`config.mk`:
```
export PLATFORM = sky130hd
export DESIGN_NAME = block_read_request_splitter_core
export DESIGN_NICKNAME = d
export VERILOG_FILES = /design/src/design/brs_pkg.sv /design/src/design/brs_regs.sv /design/src/design/brs_check.sv /design/src/design/brs_step.sv /design/src/design/block_read_request_splitter_core.sv
export VERILOG_INCLUDE_DIRS = /design/src /design/src/design
export SDC_FILE = /design/constraint.sdc
export NUM_CORES = 2
export LEC_CHECK = 0
export BUFFER_PORTS_ARGS = -buffer_cell sky130_fd_sc_hd__buf_2
export CAP_MARGIN = 5
export CELL_PAD_IN_SITES_DETAIL_PLACEMENT = 0
export CELL_PAD_IN_SITES_GLOBAL_PLACEMENT = 2
export CORE_MARGIN = 4
export CORE_UTILIZATION = 38
export DETAILED_ROUTE_END_ITERATION = 10
export PLACE_DENSITY_LB_ADDON = 0.1
export SLEW_MARGIN = 15
export SYNTH_ARGS = -nofsm -noshare
export SYNTH_HDL_FRONTEND = slang
export SYNTH_SLANG_ARGS = --single-unit
```
`constraint.sdc`:
```
create_clock -name clk -period 10.5 [get_ports clk]
set_input_delay 0.525 -clock clk [delete_from_list [all_inputs] [get_ports clk]]
set_output_delay 0.525 -clock clk [all_outputs]
set_load 0.01 [all_outputs]
```
`src/design/block_read_request_splitter_core_assert.svh`:
```
// Assertion macros used by the block read request splitter top level
`ifndef BLOCK_READ_REQUEST_SPLITTER_CORE_ASSERT_SVH
`define BLOCK_READ_REQUEST_SPLITTER_CORE_ASSERT_SVH

// Same-cycle implication, checked at every rising edge outside reset
`define BRS_ASSERT_IMP(label, clk, rst_n, ante, cons) \
	label: assert property (@(posedge clk) disable iff (!(rst_n)) (ante) |-> (cons)) \
		else $error("brs assertion failed");

// Next-cycle implication, checked at every rising edge outside reset
`define BRS_ASSERT_NXT(label, clk, rst_n, ante, cons) \
	label: assert property (@(posedge clk) disable iff (!(rst_n)) (ante) |=> (cons)) \
		else $error("brs assertion failed");

`endif

```
`src/design/brs_pkg.sv`:
```
// Types and constants of the block read request splitter
`default_nettype none

package brs_pkg;

	// Stream and register port geometry
	localparam int IN_TDATA_W  = 168;
	localparam int OUT_TDATA_W = 216;
	localparam int APB_ADDR_W  = 6;
	localparam int APB_DATA_W  = 64;

	// Fixed behaviour constants
	localparam logic [3:0]  MAX_RETRIES   = 4'd3;
	localparam logic [23:0] DEFAULT_CHUNK = 24'd1024;
	localparam logic [5:0]  PAGE_SHIFT    = 6'd12;
	localparam logic [4:0]  CHUNK_EXP_MAX = 5'd23;

	// Input transaction kind (tuser)
	localparam logic CMD_REQUEST    = 1'b0;
	localparam logic CMD_COMPLETION = 1'b1;

	// Result transaction kind (tuser)
	localparam logic KIND_ISSUE  = 1'b0;
	localparam logic KIND_FINISH = 1'b1;

	// Completion status codes
	localparam logic [1:0] STATUS_OK       = 2'd0;
	localparam logic [1:0] STATUS_BAD_SIZE = 2'd1;
	localparam logic [1:0] STATUS_INVALID  = 2'd2;
	localparam logic [1:0] STATUS_DEVICE   = 2'd3;

	// Register indexes (byte address is 8 times the index)
	localparam logic [2:0] REG_MAX_XFER_EXP = 3'd0;
	localparam logic [2:0] REG_MIN_PAGE_EXP = 3'd1;
	localparam logic [2:0] REG_BLOCK_LOG2   = 3'd2;
	localparam logic [2:0] REG_LAST_BLOCK   = 3'd3;
	localparam logic [2:0] REG_NAMESPACE    = 3'd4;

	typedef struct packed {
		logic [3:0]  max_transfer_exponent;
		logic [2:0]  min_page_exponent;
		logic [3:0]  block_size_log2;
		logic [63:0] last_block;
		logic [31:0] namespace_id;
	} brs_cfg_t;

	typedef struct packed {
		logic        command;
		logic [63:0] start_lba;
		logic [31:0] buffer_bytes;
		logic [63:0] buffer_address;
		logic        completion_ok;
	} brs_item_t;

	typedef struct packed {
		logic        result_kind;
		logic [1:0]  status;
		logic [63:0] cmd_lba;
		logic [15:0] cmd_blocks_minus_one;
		logic [31:0] cmd_bytes;
		logic [63:0] cmd_address;
		logic [31:0] cmd_namespace;
	} brs_result_t;

	typedef struct packed {
		logic        busy;
		logic [31:0] remaining_blocks;
		logic [63:0] current_lba;
		logic [63:0] current_address;
		logic [23:0] max_chunk_blocks;
		logic [3:0]  retry_count;
	} brs_state_t;

	typedef struct packed {
		logic        accept;
		logic [1:0]  status;
		logic [31:0] blocks;
		logic [23:0] chunk;
	} brs_check_t;

endpackage

`default_nettype wire

```
`src/design/brs_regs.sv`:
```
// APB register file holding the namespace geometry and transfer limits
`default_nettype none

module brs_regs import brs_pkg::*; (
	input  wire logic                  clk,
	input  wire logic                  arst_n,
	input  wire logic                  psel,
	input  wire logic                  penable,
	input  wire logic                  pwrite,
	input  wire logic [APB_ADDR_W-1:0] paddr,
	input  wire logic [APB_DATA_W-1:0] pwdata,
	output logic      [APB_DATA_W-1:0] prdata,
	output logic                       pready,
	output brs_cfg_t                   cfg
);

	logic       wr_en;
	logic [2:0] reg_idx;
	brs_cfg_t   cfg_q;

	assign pready  = 1'b1;
	assign wr_en   = psel & penable & pwrite & pready;
	assign reg_idx = paddr[5:3];
	assign cfg     = cfg_q;

	// Write the addressed register; ignore addresses past the list
	always_ff @(posedge clk or negedge arst_n) begin
		if (!arst_n) begin
			cfg_q.max_transfer_exponent <= 4'd0;
			cfg_q.min_page_exponent     <= 3'd0;
			cfg_q.block_size_log2       <= 4'd9;
			cfg_q.last_block            <= 64'd0;
			cfg_q.namespace_id          <= 32'd1;
		end else if (wr_en) begin
			unique case (reg_idx)
				REG_MAX_XFER_EXP: cfg_q.max_transfer_exponent <= pwdata[3:0];
				REG_MIN_PAGE_EXP: cfg_q.min_page_exponent     <= pwdata[2:0];
				REG_BLOCK_LOG2:   cfg_q.block_size_log2       <= pwdata[3:0];
				REG_LAST_BLOCK:   cfg_q.last_block            <= pwdata;
				REG_NAMESPACE:    cfg_q.namespace_id          <= pwdata[31:0];
				default: ;
			endcase
		end
	end

	// Read back the addressed register, zero elsewhere
	always_comb begin
		unique case (reg_idx)
			REG_MAX_XFER_EXP: prdata = {60'd0, cfg_q.max_transfer_exponent};
			REG_MIN_PAGE_EXP: prdata = {61'd0, cfg_q.min_page_exponent};
			REG_BLOCK_LOG2:   prdata = {60'd0, cfg_q.block_size_log2};
			REG_LAST_BLOCK:   prdata = cfg_q.last_block;
			REG_NAMESPACE:    prdata = {32'd0, cfg_q.namespace_id};
			default:          prdata = '0;
		endcase
	end

endmodule

`default_nettype wire

```
`src/design/brs_check.sv`:
```
// New request validation and largest-transfer calculation
`default_nettype none

module brs_check import brs_pkg::*; (
	input  wire brs_cfg_t     cfg,
	input  wire logic [63:0]  lba,
	input  wire logic [31:0]  bytes,
	input  wire logic [63:0]  addr,
	output brs_check_t        chk
);

	logic [31:0] size_mask;
	logic [31:0] blocks;
	logic [31:0] blocks_m1;
	logic [63:0] span;
	logic [5:0]  exp_sum;
	logic [5:0]  exp_diff;
	logic [23:0] chunk;

	// Block size is a power of two: mask for remainder, shift for quotient
	assign size_mask = (32'd1 << cfg.block_size_log2) - 32'd1;
	assign blocks    = bytes >> cfg.block_size_log2;
	assign blocks_m1 = blocks - 32'd1;
	assign span      = cfg.last_block - lba;

	// Largest transfer in blocks, clamped to one block and to 2^23; 1024 blocks when the exponent is zero
	assign exp_sum  = {2'd0, cfg.max_transfer_exponent} + {3'd0, cfg.min_page_exponent}
		+ PAGE_SHIFT;
	assign exp_diff = exp_sum - {2'd0, cfg.block_size_log2};

	always_comb begin
		if (cfg.max_transfer_exponent == 4'd0) begin
			chunk = DEFAULT_CHUNK;
		end else if (exp_sum < {2'd0, cfg.block_size_log2}) begin
			chunk = 24'd1;
		end else if (exp_diff > {1'b0, CHUNK_EXP_MAX}) begin
			chunk = 24'd1 << CHUNK_EXP_MAX;
		end else begin
			chunk = 24'd1 << exp_diff[4:0];
		end
	end

	// Check in order of precedence
	always_comb begin
		chk.blocks = blocks;
		chk.chunk  = chunk;
		chk.accept = 1'b0;
		priority if (addr == 64'd0) begin
			chk.status = STATUS_INVALID;
		end else if (bytes == 32'd0) begin
			chk.status = STATUS_OK;
		end else if ((bytes & size_mask) != 32'd0) begin
			chk.status = STATUS_BAD_SIZE;
		end else if (lba > cfg.last_block) begin
			chk.status = STATUS_INVALID;
		end else if ({32'd0, blocks_m1} > span) begin
			chk.status = STATUS_INVALID;
		end else begin
			chk.status = STATUS_OK;
			chk.accept = 1'b1;
		end
	end

endmodule

`default_nettype wire

```
`src/design/brs_step.sv`:
```
// Next-state and result logic for one request or completion transaction
`default_nettype none

module brs_step import brs_pkg::*; (
	input  wire brs_item_t  item,
	input  wire brs_state_t state,
	input  wire brs_cfg_t   cfg,
	output logic        has_result,
	output brs_result_t result,
	output brs_state_t  state_next
);

	brs_check_t  chk;
	logic [31:0] chunk32;
	logic [23:0] halved;
	logic [31:0] rem_after;
	logic [63:0] lba_adv;
	logic [63:0] addr_adv;
	logic [31:0] n_new;
	logic [31:0] n_adv;
	logic [31:0] n_retry;

	brs_check u_check (
		.cfg   (cfg),
		.lba   (item.start_lba),
		.bytes (item.buffer_bytes),
		.addr  (item.buffer_address),
		.chk   (chk)
	);

	function automatic brs_result_t make_issue(input logic [63:0] lba, input logic [63:0] addr,
		input logic [31:0] n, input logic [3:0] sh, input logic [31:0] nsid);
		brs_result_t r;
		r.result_kind          = KIND_ISSUE;
		r.status               = STATUS_OK;
		r.cmd_lba              = lba;
		r.cmd_blocks_minus_one = 16'(n - 32'd1);
		r.cmd_bytes            = n << sh;
		r.cmd_address          = addr;
		r.cmd_namespace        = nsid;
		return r;
	endfunction

	function automatic brs_result_t make_finish(input logic [1:0] st);
		brs_result_t r;
		r             = '0;
		r.result_kind = KIND_FINISH;
		r.status      = st;
		return r;
	endfunction

	// Advance and retry figures, worked out side by side
	assign chunk32   = {8'd0, state.max_chunk_blocks};
	assign halved    = state.max_chunk_blocks >> 1;
	assign rem_after = state.remaining_blocks - chunk32;
	assign lba_adv   = state.current_lba + {40'd0, state.max_chunk_blocks};
	assign addr_adv  = state.current_address
		+ ({40'd0, state.max_chunk_blocks} << cfg.block_size_log2);
	assign n_new     = (chk.blocks > {8'd0, chk.chunk}) ? {8'd0, chk.chunk} : chk.blocks;
	assign n_adv     = (state.remaining_blocks > {7'd0, state.max_chunk_blocks, 1'b0})
		? chunk32 : rem_after;
	assign n_retry   = (state.remaining_blocks > {8'd0, halved})
		? {8'd0, halved} : state.remaining_blocks;

	always_comb begin
		state_next = state;
		has_result = 1'b0;
		result     = '0;
		if (item.command == CMD_REQUEST) begin
			// New request: abandon anything in flight
			has_result      = 1'b1;
			state_next.busy = 1'b0;
			if (!chk.accept) begin
				result = make_finish(chk.status);
			end else begin
				state_next.busy             = 1'b1;
				state_next.remaining_blocks = chk.blocks;
				state_next.current_lba      = item.start_lba;
				state_next.current_address  = item.buffer_address;
				state_next.max_chunk_blocks = chk.chunk;
				state_next.retry_count      = 4'd0;
				result = make_issue(item.start_lba, item.buffer_address, n_new,
					cfg.block_size_log2, cfg.namespace_id);
			end
		end else if (state.busy) begin
			has_result = 1'b1;
			if (item.completion_ok) begin
				// Success: move on to the next piece or finish
				if (state.remaining_blocks > chunk32) begin
					state_next.remaining_blocks = rem_after;
					state_next.current_lba      = lba_adv;
					state_next.current_address  = addr_adv;
					result = make_issue(lba_adv, addr_adv, n_adv,
						cfg.block_size_log2, cfg.namespace_id);
				end else begin
					state_next.remaining_blocks = 32'd0;
					state_next.busy             = 1'b0;
					result = make_finish(STATUS_OK);
				end
			end else begin
				// Failure: halve the chunk and retry, or give up
				state_next.max_chunk_blocks = halved;
				if (state.retry_count >= MAX_RETRIES || halved == 24'd0) begin
					state_next.busy = 1'b0;
					result = make_finish(STATUS_DEVICE);
				end else begin
					state_next.retry_count = state.retry_count + 4'd1;
					result = make_issue(state.current_lba, state.current_address, n_retry,
						cfg.block_size_log2, cfg.namespace_id);
				end
			end
		end
	end

endmodule

`default_nettype wire

```
`src/design/block_read_request_splitter_core.sv`:
```
// Top level of the block read request splitter
`default_nettype none

// Block read request splitter. A request transaction (tuser 0) carries a
// start block, a byte length and a destination address; the block checks it
// against the namespace registers and answers with either a finish result
// or the first read command. Each completion transaction (tuser 1) yields
// the next command, a retry with half the chunk after a failure, or the
// finish status; a completion with no request in flight yields nothing.
// A result passes through one input register, one pass of compare, shift
// and add logic that also updates the request state, and one result
// register. One transaction can be accepted every cycle; throughput is
// bounded only by the result register draining on the master side.
// Registers sit at byte addresses 0, 8, 16, 24 and 32 on the 64-bit APB
// port; the user must write them only while no transaction is in the
// pipeline, as the block itself does not enforce this.
module block_read_request_splitter_core import brs_pkg::*; (
	input  wire logic                   clk,
	input  wire logic                   arst_n,
	// Request / completion stream
	input  wire logic                   s_tvalid,
	output logic                        s_tready,
	// [63:0] start_lba, [95:64] buffer_bytes, [159:96] buffer_address,
	// [160] completion_ok, [167:161] zero
	input  wire logic [IN_TDATA_W-1:0]  s_tdata,
	// [0] command
	input  wire logic                   s_tuser,
	// Result stream
	output logic                        m_tvalid,
	input  wire logic                   m_tready,
	// [1:0] status, [65:2] cmd_lba, [81:66] cmd_blocks_minus_one,
	// [113:82] cmd_bytes, [177:114] cmd_address, [209:178] cmd_namespace,
	// [215:210] zero
	output logic      [OUT_TDATA_W-1:0] m_tdata,
	// [0] result_kind
	output logic                        m_tuser,
	// Configuration port
	input  wire logic                   psel,
	input  wire logic                   penable,
	input  wire logic                   pwrite,
	input  wire logic [APB_ADDR_W-1:0]  paddr,
	input  wire logic [APB_DATA_W-1:0]  pwdata,
	output logic      [APB_DATA_W-1:0]  prdata,
	output logic                        pready
);

	brs_cfg_t    cfg;
	brs_item_t   item_s1;
	logic        valid_s1;
	brs_state_t  state_q;
	brs_state_t  state_next;
	logic        has_result;
	brs_result_t result;
	brs_result_t out_s2;
	logic        valid_s2;
	logic        out_free;
	logic        advance;

	brs_regs u_regs (
		.clk     (clk),
		.arst_n  (arst_n),
		.psel    (psel),
		.penable (penable),
		.pwrite  (pwrite),
		.paddr   (paddr),
		.pwdata  (pwdata),
		.prdata  (prdata),
		.pready  (pready),
		.cfg     (cfg)
	);

	brs_step u_step (
		.item       (item_s1),
		.state      (state_q),
		.cfg        (cfg),
		.has_result (has_result),
		.result     (result),
		.state_next (state_next)
	);

	// Move the stage on when its result, if any, has room
	assign out_free = !valid_s2 || m_tready;
	assign advance  = valid_s1 && (!has_result || out_free);
	assign s_tready = !valid_s1 || advance;

	// Input register
	always_ff @(posedge clk or negedge arst_n) begin
		if (!arst_n) begin
			valid_s1 <= 1'b0;
		end else if (s_tready) begin
			valid_s1 <= s_tvalid;
		end
	end

	always_ff @(posedge clk) begin
		if (s_tready && s_tvalid) begin
			item_s1.command        <= s_tuser;
			item_s1.start_lba      <= s_tdata[63:0];
			item_s1.buffer_bytes   <= s_tdata[95:64];
			item_s1.buffer_address <= s_tdata[159:96];
			item_s1.completion_ok  <= s_tdata[160];
		end
	end

	// Request state, updated as each transaction leaves the stage
	always_ff @(posedge clk or negedge arst_n) begin
		if (!arst_n) begin
			state_q <= '0;
		end else if (advance) begin
			state_q <= state_next;
		end
	end

	// Result register
	always_ff @(posedge clk or negedge arst_n) begin
		if (!arst_n) begin
			valid_s2 <= 1'b0;
		end else if (advance && has_result) begin
			valid_s2 <= 1'b1;
		end else if (m_tready) begin
			valid_s2 <= 1'b0;
		end
	end

	always_ff @(posedge clk) begin
		if (advance && has_result) begin
			out_s2 <= result;
		end
	end

	assign m_tvalid = valid_s2;
	assign m_tuser  = out_s2.result_kind;
	assign m_tdata  = {6'd0, out_s2.cmd_namespace, out_s2.cmd_address, out_s2.cmd_bytes,
		out_s2.cmd_blocks_minus_one, out_s2.cmd_lba, out_s2.status};

	`include "block_read_request_splitter_core_assert.svh"

	// A request in flight always has a usable chunk and a bounded retry count
	`BRS_ASSERT_IMP(a_busy_chunk, clk, arst_n, state_q.busy, state_q.max_chunk_blocks != 24'd0)
	`BRS_ASSERT_IMP(a_retry_bound, clk, arst_n, 1'b1, state_q.retry_count <= MAX_RETRIES)
	// Finish results carry no command; issued commands carry success status
	`BRS_ASSERT_IMP(a_finish_clean, clk, arst_n, valid_s2 && out_s2.result_kind == KIND_FINISH,
		out_s2.cmd_lba == 64'd0 && out_s2.cmd_address == 64'd0 && out_s2.cmd_bytes == 32'd0)
	`BRS_ASSERT_IMP(a_issue_status, clk, arst_n, valid_s2 && out_s2.result_kind == KIND_ISSUE,
		out_s2.status == STATUS_OK)
	// A stalled stage holding a result must not lose it
	`BRS_ASSERT_NXT(a_stall_hold, clk, arst_n, valid_s1 && has_result && valid_s2 && !m_tready,
		valid_s1)

endmodule

`default_nettype wire
```
# [Yosys cells after proc, flatten, opt, wreduce, memory -nomap -nowiden]
# Cells that the tools add are included.
[word_totals] ff_bits=671 latchBits=0 ram_bits=0 rom_bits=0 in_bits=246 out_inout_bits=284 elab_cells=131 memories=0
[op_classes] addsub=13 multipliers=0 div=0 n_lt_le_gt_ge=9 n_eq_ne=9 shift=7 muxes=38 bitwise=3 n_reduce_logical=27
[ops] operator="two-way mux 211 bit" n=6
[ops] operator="two-way mux 189 bit" n=3
[ops] operator="case mux 64 bit (5 select lines)" n=1
[ops] operator="two-way mux 160 bit" n=1
[ops] operator="two-way mux 128 bit" n=1
[ops] operator="two-way mux 32 bit" n=4
[ops] operator="<< shifter 32 x 4 -> 32 bit" n=3
[ops] operator="two-way mux 24 bit" n=3
[ops] operator="adder 64 x 24 -> 64 bit" n=1
[ops] operator="adder 64 bit" n=1
[ops] operator="> comparator 32 x 24 -> 1 bit" n=2
[ops] operator="> comparator 32 x 64 -> 1 bit" n=1
[ops] operator="> comparator 64 bit" n=1
[ops] operator="logical NOT 64 bit" n=1
[ops] operator="<< shifter 24 x 4 -> 64 bit" n=1
[ops] operator="subtractor 32 x 1 -> 32 bit, second input constant" n=2
[ops] operator="subtractor 64 bit" n=1
[ops] operator="subtractor 16 x 1 -> 16 bit, second input constant" n=3
[ops] operator="AND 32 bit" n=1
[ops] operator="> comparator 32 x 23 -> 1 bit" n=1
[ops] operator="> comparator 32 x 25 -> 1 bit" n=1
[ops] operator="logical NOT 32 bit" n=1
[ops] operator="nonzero test 32 bit" n=1
[ops] operator="<< shifter 1 x 4 -> 32 bit, first input constant" n=1
[ops] operator="other kinds (30)" n=64

# [Longest topological paths before layout]
[logic_depth] depth_word=12 ltp_mapped=34 depth_no_buf=30

# [Modules after synthesis]
# Synthesis repeated with hierarchy kept, for this count alone.
[unflattened] cells_unflattened=6294 hier_area_um2=56196.4
[by_module_without_submodules] module="block_read_request_splitter_core" instances=1 cells_each=1462 area_per_inst_um2=22215.1 seq_area_each_um2=15980.3
[by_module_without_submodules] module="brs_step" instances=1 cells_each=3199 area_per_inst_um2=20492.2 seq_area_each_um2=0.0
[by_module_without_submodules] module="brs_check" instances=1 cells_each=1304 area_per_inst_um2=8627.0 seq_area_each_um2=0.0
[by_module_without_submodules] module="brs_regs" instances=1 cells_each=329 area_per_inst_um2=4862.2 seq_area_each_um2=2681.3

# [Worst setup path before layout]
# No wires, ideal clock.
[synth_path] path_kind="reg-to-reg" from="reg item_s1[161] (netlist name)" to="reg state_q[134] (netlist name)" setup_ps=127 arrival_ps=7684 required_ps=10373 path_slack_ps=2688 stages_incl_launch_ff=12 n_path_buf=4 synth_period_minus_slack_ps=7812 cell_sequence="edfxtp_1 > clkbuf_1 > inv_1 > o21a_1 > nand2_1 > clkinv_1 > nand3_1 > a21boi_1 > buf_2 > buf_4 > buf_2 > o22ai_1"
[synth_between] elab_chain_len=5 word_cells_on_any_way=10 cone_classes="eq/ne (3); mux (2); reduce/logical (5)"
[synth_rtl] item="start, declared" line_no="block_read_request_splitter_core.sv:48" text="brs_item_t item_s1;"
[synth_rtl] item="two-way mux 1 bit" line_no="brs_step.sv:69" text="if (item.command == CMD_REQUEST) begin"
[synth_rtl] item="logical NOT 1 bit" line_no="block_read_request_splitter_core.sv:83" text="assign advance = valid_s1 && (!has_result || out_free);"
[synth_rtl] item="logical OR 1 bit" line_no="block_read_request_splitter_core.sv:83"
[synth_rtl] item="logical AND 1 bit" line_no="block_read_request_splitter_core.sv:83"
[synth_rtl] item="AND reduction 5 bit (no line)"
[synth_rtl] item="end signal, assigned" line_no="block_read_request_splitter_core.sv:110" text="state_q <= state_next;"
[synth_rtl] item="end, declared" line_no="block_read_request_splitter_core.sv:50" text="brs_state_t state_q;"
# Several ways; a longest one is shown, not always the timed one.
# A chain may end at the register's enable or synchronous reset.

==> flow_summary.json <==
{
  "fp.dieH_um": 372,
  "ff2ff_setup_slack_ps": 1300,
  "fin_crit_sh_pct": 87.6,
  "grt_pass1_vias": 46000,
  "status": "complete, no violations",
  "synth_cells": 5633,
  "power.switching_w": 0.00687,
  "rsz0062_at_grt": "no",
  "synth_top_area_share_pct": 22.2,
  "antenna_found_initial": 11,
  "max_freq_ghz": 0.109,
  "seqPwrFrac_pct": 24.9,
  "finalNonFillerCells": 7961,
  "ys_top_cells_by_area": "edfxtp_1, dfrtp_1, ha_1",
  "ios": 530,
  "cap_violations": 0,
  "synth-edff-count": 373,
  "synth_flop_cell": "edfxtp_1",
  "cp.arrival_ps": 9610,
  "p_sw_share_pct": 47.6,
  "crit_type": "reg -> reg",
  "drt_pass1_iterations": 6,
  "gp_congestion": 0.974,
  "placedCellCount": 7665,
  "worst-slew-pin-transition_ps": 1290,
  "crit_required_ps": 10910,
  "routed_via_density": 6.11,
  "vias": 48700,
  "p_int_w": 0.00757,
  "groute.usage.overall_pct": 32.5,
  "setup-violations-final": 0,
  "clk_pin_slew_worst_paths_ps": 60,
  "insertion_delay_ps": 710,
  "yosysTopAreaCell": "edfxtp_1",
  "power_frac_comb_pct": 54.0,
  "ant_nets": 0,
  "wl_per_cell_um": 29.2,
  "clkPwrFrac_pct": 21.1,
  "finClkSkew_ps": 36.2,
  "cts_made_buffers": 81,
  "power.density_mw_per_mm2": 245,
  "routed_wl_um": 233000,
  "drive_above_1_share_pct": 16.3,
  "fin_nets": 6659,
  "place_hpwl_um": 175000,
  "postCtsSetupRepairBufs": 0,
  "dieWidth_um": 372,
  "drt_iter0_drc": 5330,
  "min_path_type": "in -> reg",
  "synth_cell_types": 105,
  "multi_input_area_mm2": 0.0295,
  "route.detailed.drc": 0,
  "initial_core_util_pct": 38.3,
  "htreeDepth": 3,
  "portBuffers": 512,
  "area.sequential_mm2": 0.0187,
  "timing.setup.tns_ps": 0,
  "path_max_fanout": 43,
  "ctsRootBufferMaster": "clkbuf_16",
  "slew-limit-headroom_pct": 14.0,
  "die_area_mm2": 0.138,
  "core_mm2": 0.132,
  "rows": 133,
  "fin_crit_ps": 9200,
  "yosysSeqAreaShare_pct": 37.1,
  "leakagePower_nw": 24.2,
  "drv_slew": 0,
  "grt_overflow": 0,
  "post-route-util_pct": 44.8,
  "synth_area_mm2": 0.0504,
  "cp-end-kind": "flip-flop",
  "async_flop_share_pct": 44.4,
  "worstSetupStartpointType": "flip-flop",
  "synth_warnings": 0,
  "vdd_drop_max_uv": 138,
  "hold_viol_final": 0,
  "cts.path.max_buffers": 3,
  "cts.sinks": 671,
  "syn_area_per_cell_um2": 8.94,
  "cts_tree": "done",
  "synth-seq-cells": 671,
  "nFillCells": 13000,
  "grt_pass1_wl_um": 331000,
  "grt_max_degree": 138,
  "area_growth_pct": 17.2
}
registers in the layout, summed over array words and instances, names as in the netlist:
signal	cells
item_s1	162
m_tdata	210
m_tuser	1
m_tvalid	1
state_q	189
u_regs.cfg	107
valid_s1	1
layout by cell type, fill, tap and decap left out, types with 130 or more instances in the layout:
| master | instances |
|---|---|
| dlygate4sd3_1 | 142 |
| xnor2_1 | 142 |
| nor3_1 | 130 |
| nor2_1 | 490 |
| ha_1 | 272 |
| inv_1 | 221 |
| dfrtp_1 | 293 |
| edfxtp_1 | 373 |
| mux2i_1 | 174 |
| nand2_1 | 611 |
| a21oi_1 | 457 |
| o21ai_0 | 321 |
| buf_2 | 511 |
metrics by stage:
stage | setup slack, ps | hold slack (ps) | area (µm²) | power, W
floorplan | 2690 | 229 | 50400 | 0.00853
global placement | 1540 | 471 | 54700 | 0.0111
detailed placement | 1450 | 477 | 54700 | 0.0111
CTS | 1390 | 2.40 | 59000 | 0.0143
global route | 695 | 21.8 | 59000 | 0.0152
finish | 1300 | 40.4 | 59000 | 0.0144
cells in the mapped netlist, types with 18 or more instances:
library cell / n
ha_1: 272
mux2i_1: 174
o31ai_1: 23
nand3_1: 113
inv_1: 223
o21ai_0: 322
a21oi_1: 457
or3_1: 36
mux4_2: 46
nor4_1: 60
nor3_1: 131
a32oi_1: 22
a222oi_1: 18
mux2_2: 123
and3_1: 56
nand2b_1: 29
o21bai_1: 19
o22ai_1: 79
o221ai_1: 23
edfxtp_1: 373
and2_1: 69
nand4_1: 75
a211oi_1: 74
buf_2: 67
a221oi_1: 41
xor2_1: 83
a31oi_1: 83
o21a_1: 44
buf_1: 29
nor2_1: 498
o21ai_1: 18
nand2_1: 613
a22oi_1: 84
a221o_1: 20
o211ai_1: 91
a22o_1: 48
dfrtp_1: 295
nor2b_1: 56
a21o_1: 86
clkbuf_1: 239
xnor2_1: 142
final timing paths:
path / startpoint / depth (start not counted) / end
worst max-delay path: u_regs.cfg[96] / 26 / m_tdata[87]
worst min-delay path: s_tdata[56] / 1 / item_s1[153]
worst max register to register: u_regs.cfg[96] / 26 / m_tdata[87]
worst min register to register: state_q[2] / 1 / state_q[2]
max in group asynchronous: arst_n / 4 / state_q[70]
min in group asynchronous: arst_n / 2 / u_regs.cfg[98]
cells by family (layout without fill, tap and decap cells):
kind of cell / count (synthesis) / count (layout) / synth area share [%]
simple gates: 1808 / 1808 / 16.6
compound gates: 1721 / 1721 / 22.4
flops: 671 / 671 / 37.1
buf+inv: 582 / 1147 / 4.69
mux: 346 / 346 / 8.34
fa+ha+maj: 278 / 278 / 7.00
xor+xnor: 225 / 225 / 3.91
other cells: 2 / 10 / 0.0149
critical path, cell delays in order, from the launching register on:
cell and delay (ps):
dfstp_4 1020, mux4_2 650, nor2_1 110, nor2_1 50
o21ai_0 650, inv_1 280, nor3_1 320, and3_1 240
nand3_1 110, nand2b_1 260, nor2_1 310, nand3_1 200
o211ai_1 210, o21ai_1 110, ha_1 310, nand2_1 110
nor4_1 540, o311ai_0 280, nand3_1 280, nand3_1 160
a2111o_1 420, nor3_2 110, nand4_1 350, o21ai_4 880
buf_4 260, a2bb2oi_1 500, nor2_1 100
cell type report:
class | count | area share (%)
multi-input combinational | 4385 | 50.0
sequential | 671 | 31.6
antenna | 3 | 0.0127
inverter | 226 | 1.45
timing repair buffer | 770 | 8.35
clock inverter | 51 | 1.23
clock buffer | 100 | 3.64
tap | 1755 | 3.72
timing repair:
action,CTS,global route
resized for setup,0,0
hold endpoints to repair,224,0
hold buffers,142,0
layer usage:
metal  track usage, %  part of all wire, %
met5                0                0.020
met1             46.5                   44
met2             49.0                   43
met3             6.57                  8.8
met4             10.7                  3.5
power groups by stage:
| stage | logic [W] | clock network, W | registers [W] |
|---|---|---|---|
| after global routing | 0.00835 | 0.00322 | 0.00363 |
| final | 0.00780 | 0.00305 | 0.00359 |
| after detailed placement | 0.00748 | 0 | 0.00363 |
| after global placement | 0.00751 | 0 | 0.00362 |
| after floorplan | 0.00513 | 0 | 0.00340 |
| after CTS | 0.00757 | 0.00311 | 0.00358 |
Note: power is estimated with default switching activity, not from simulation.
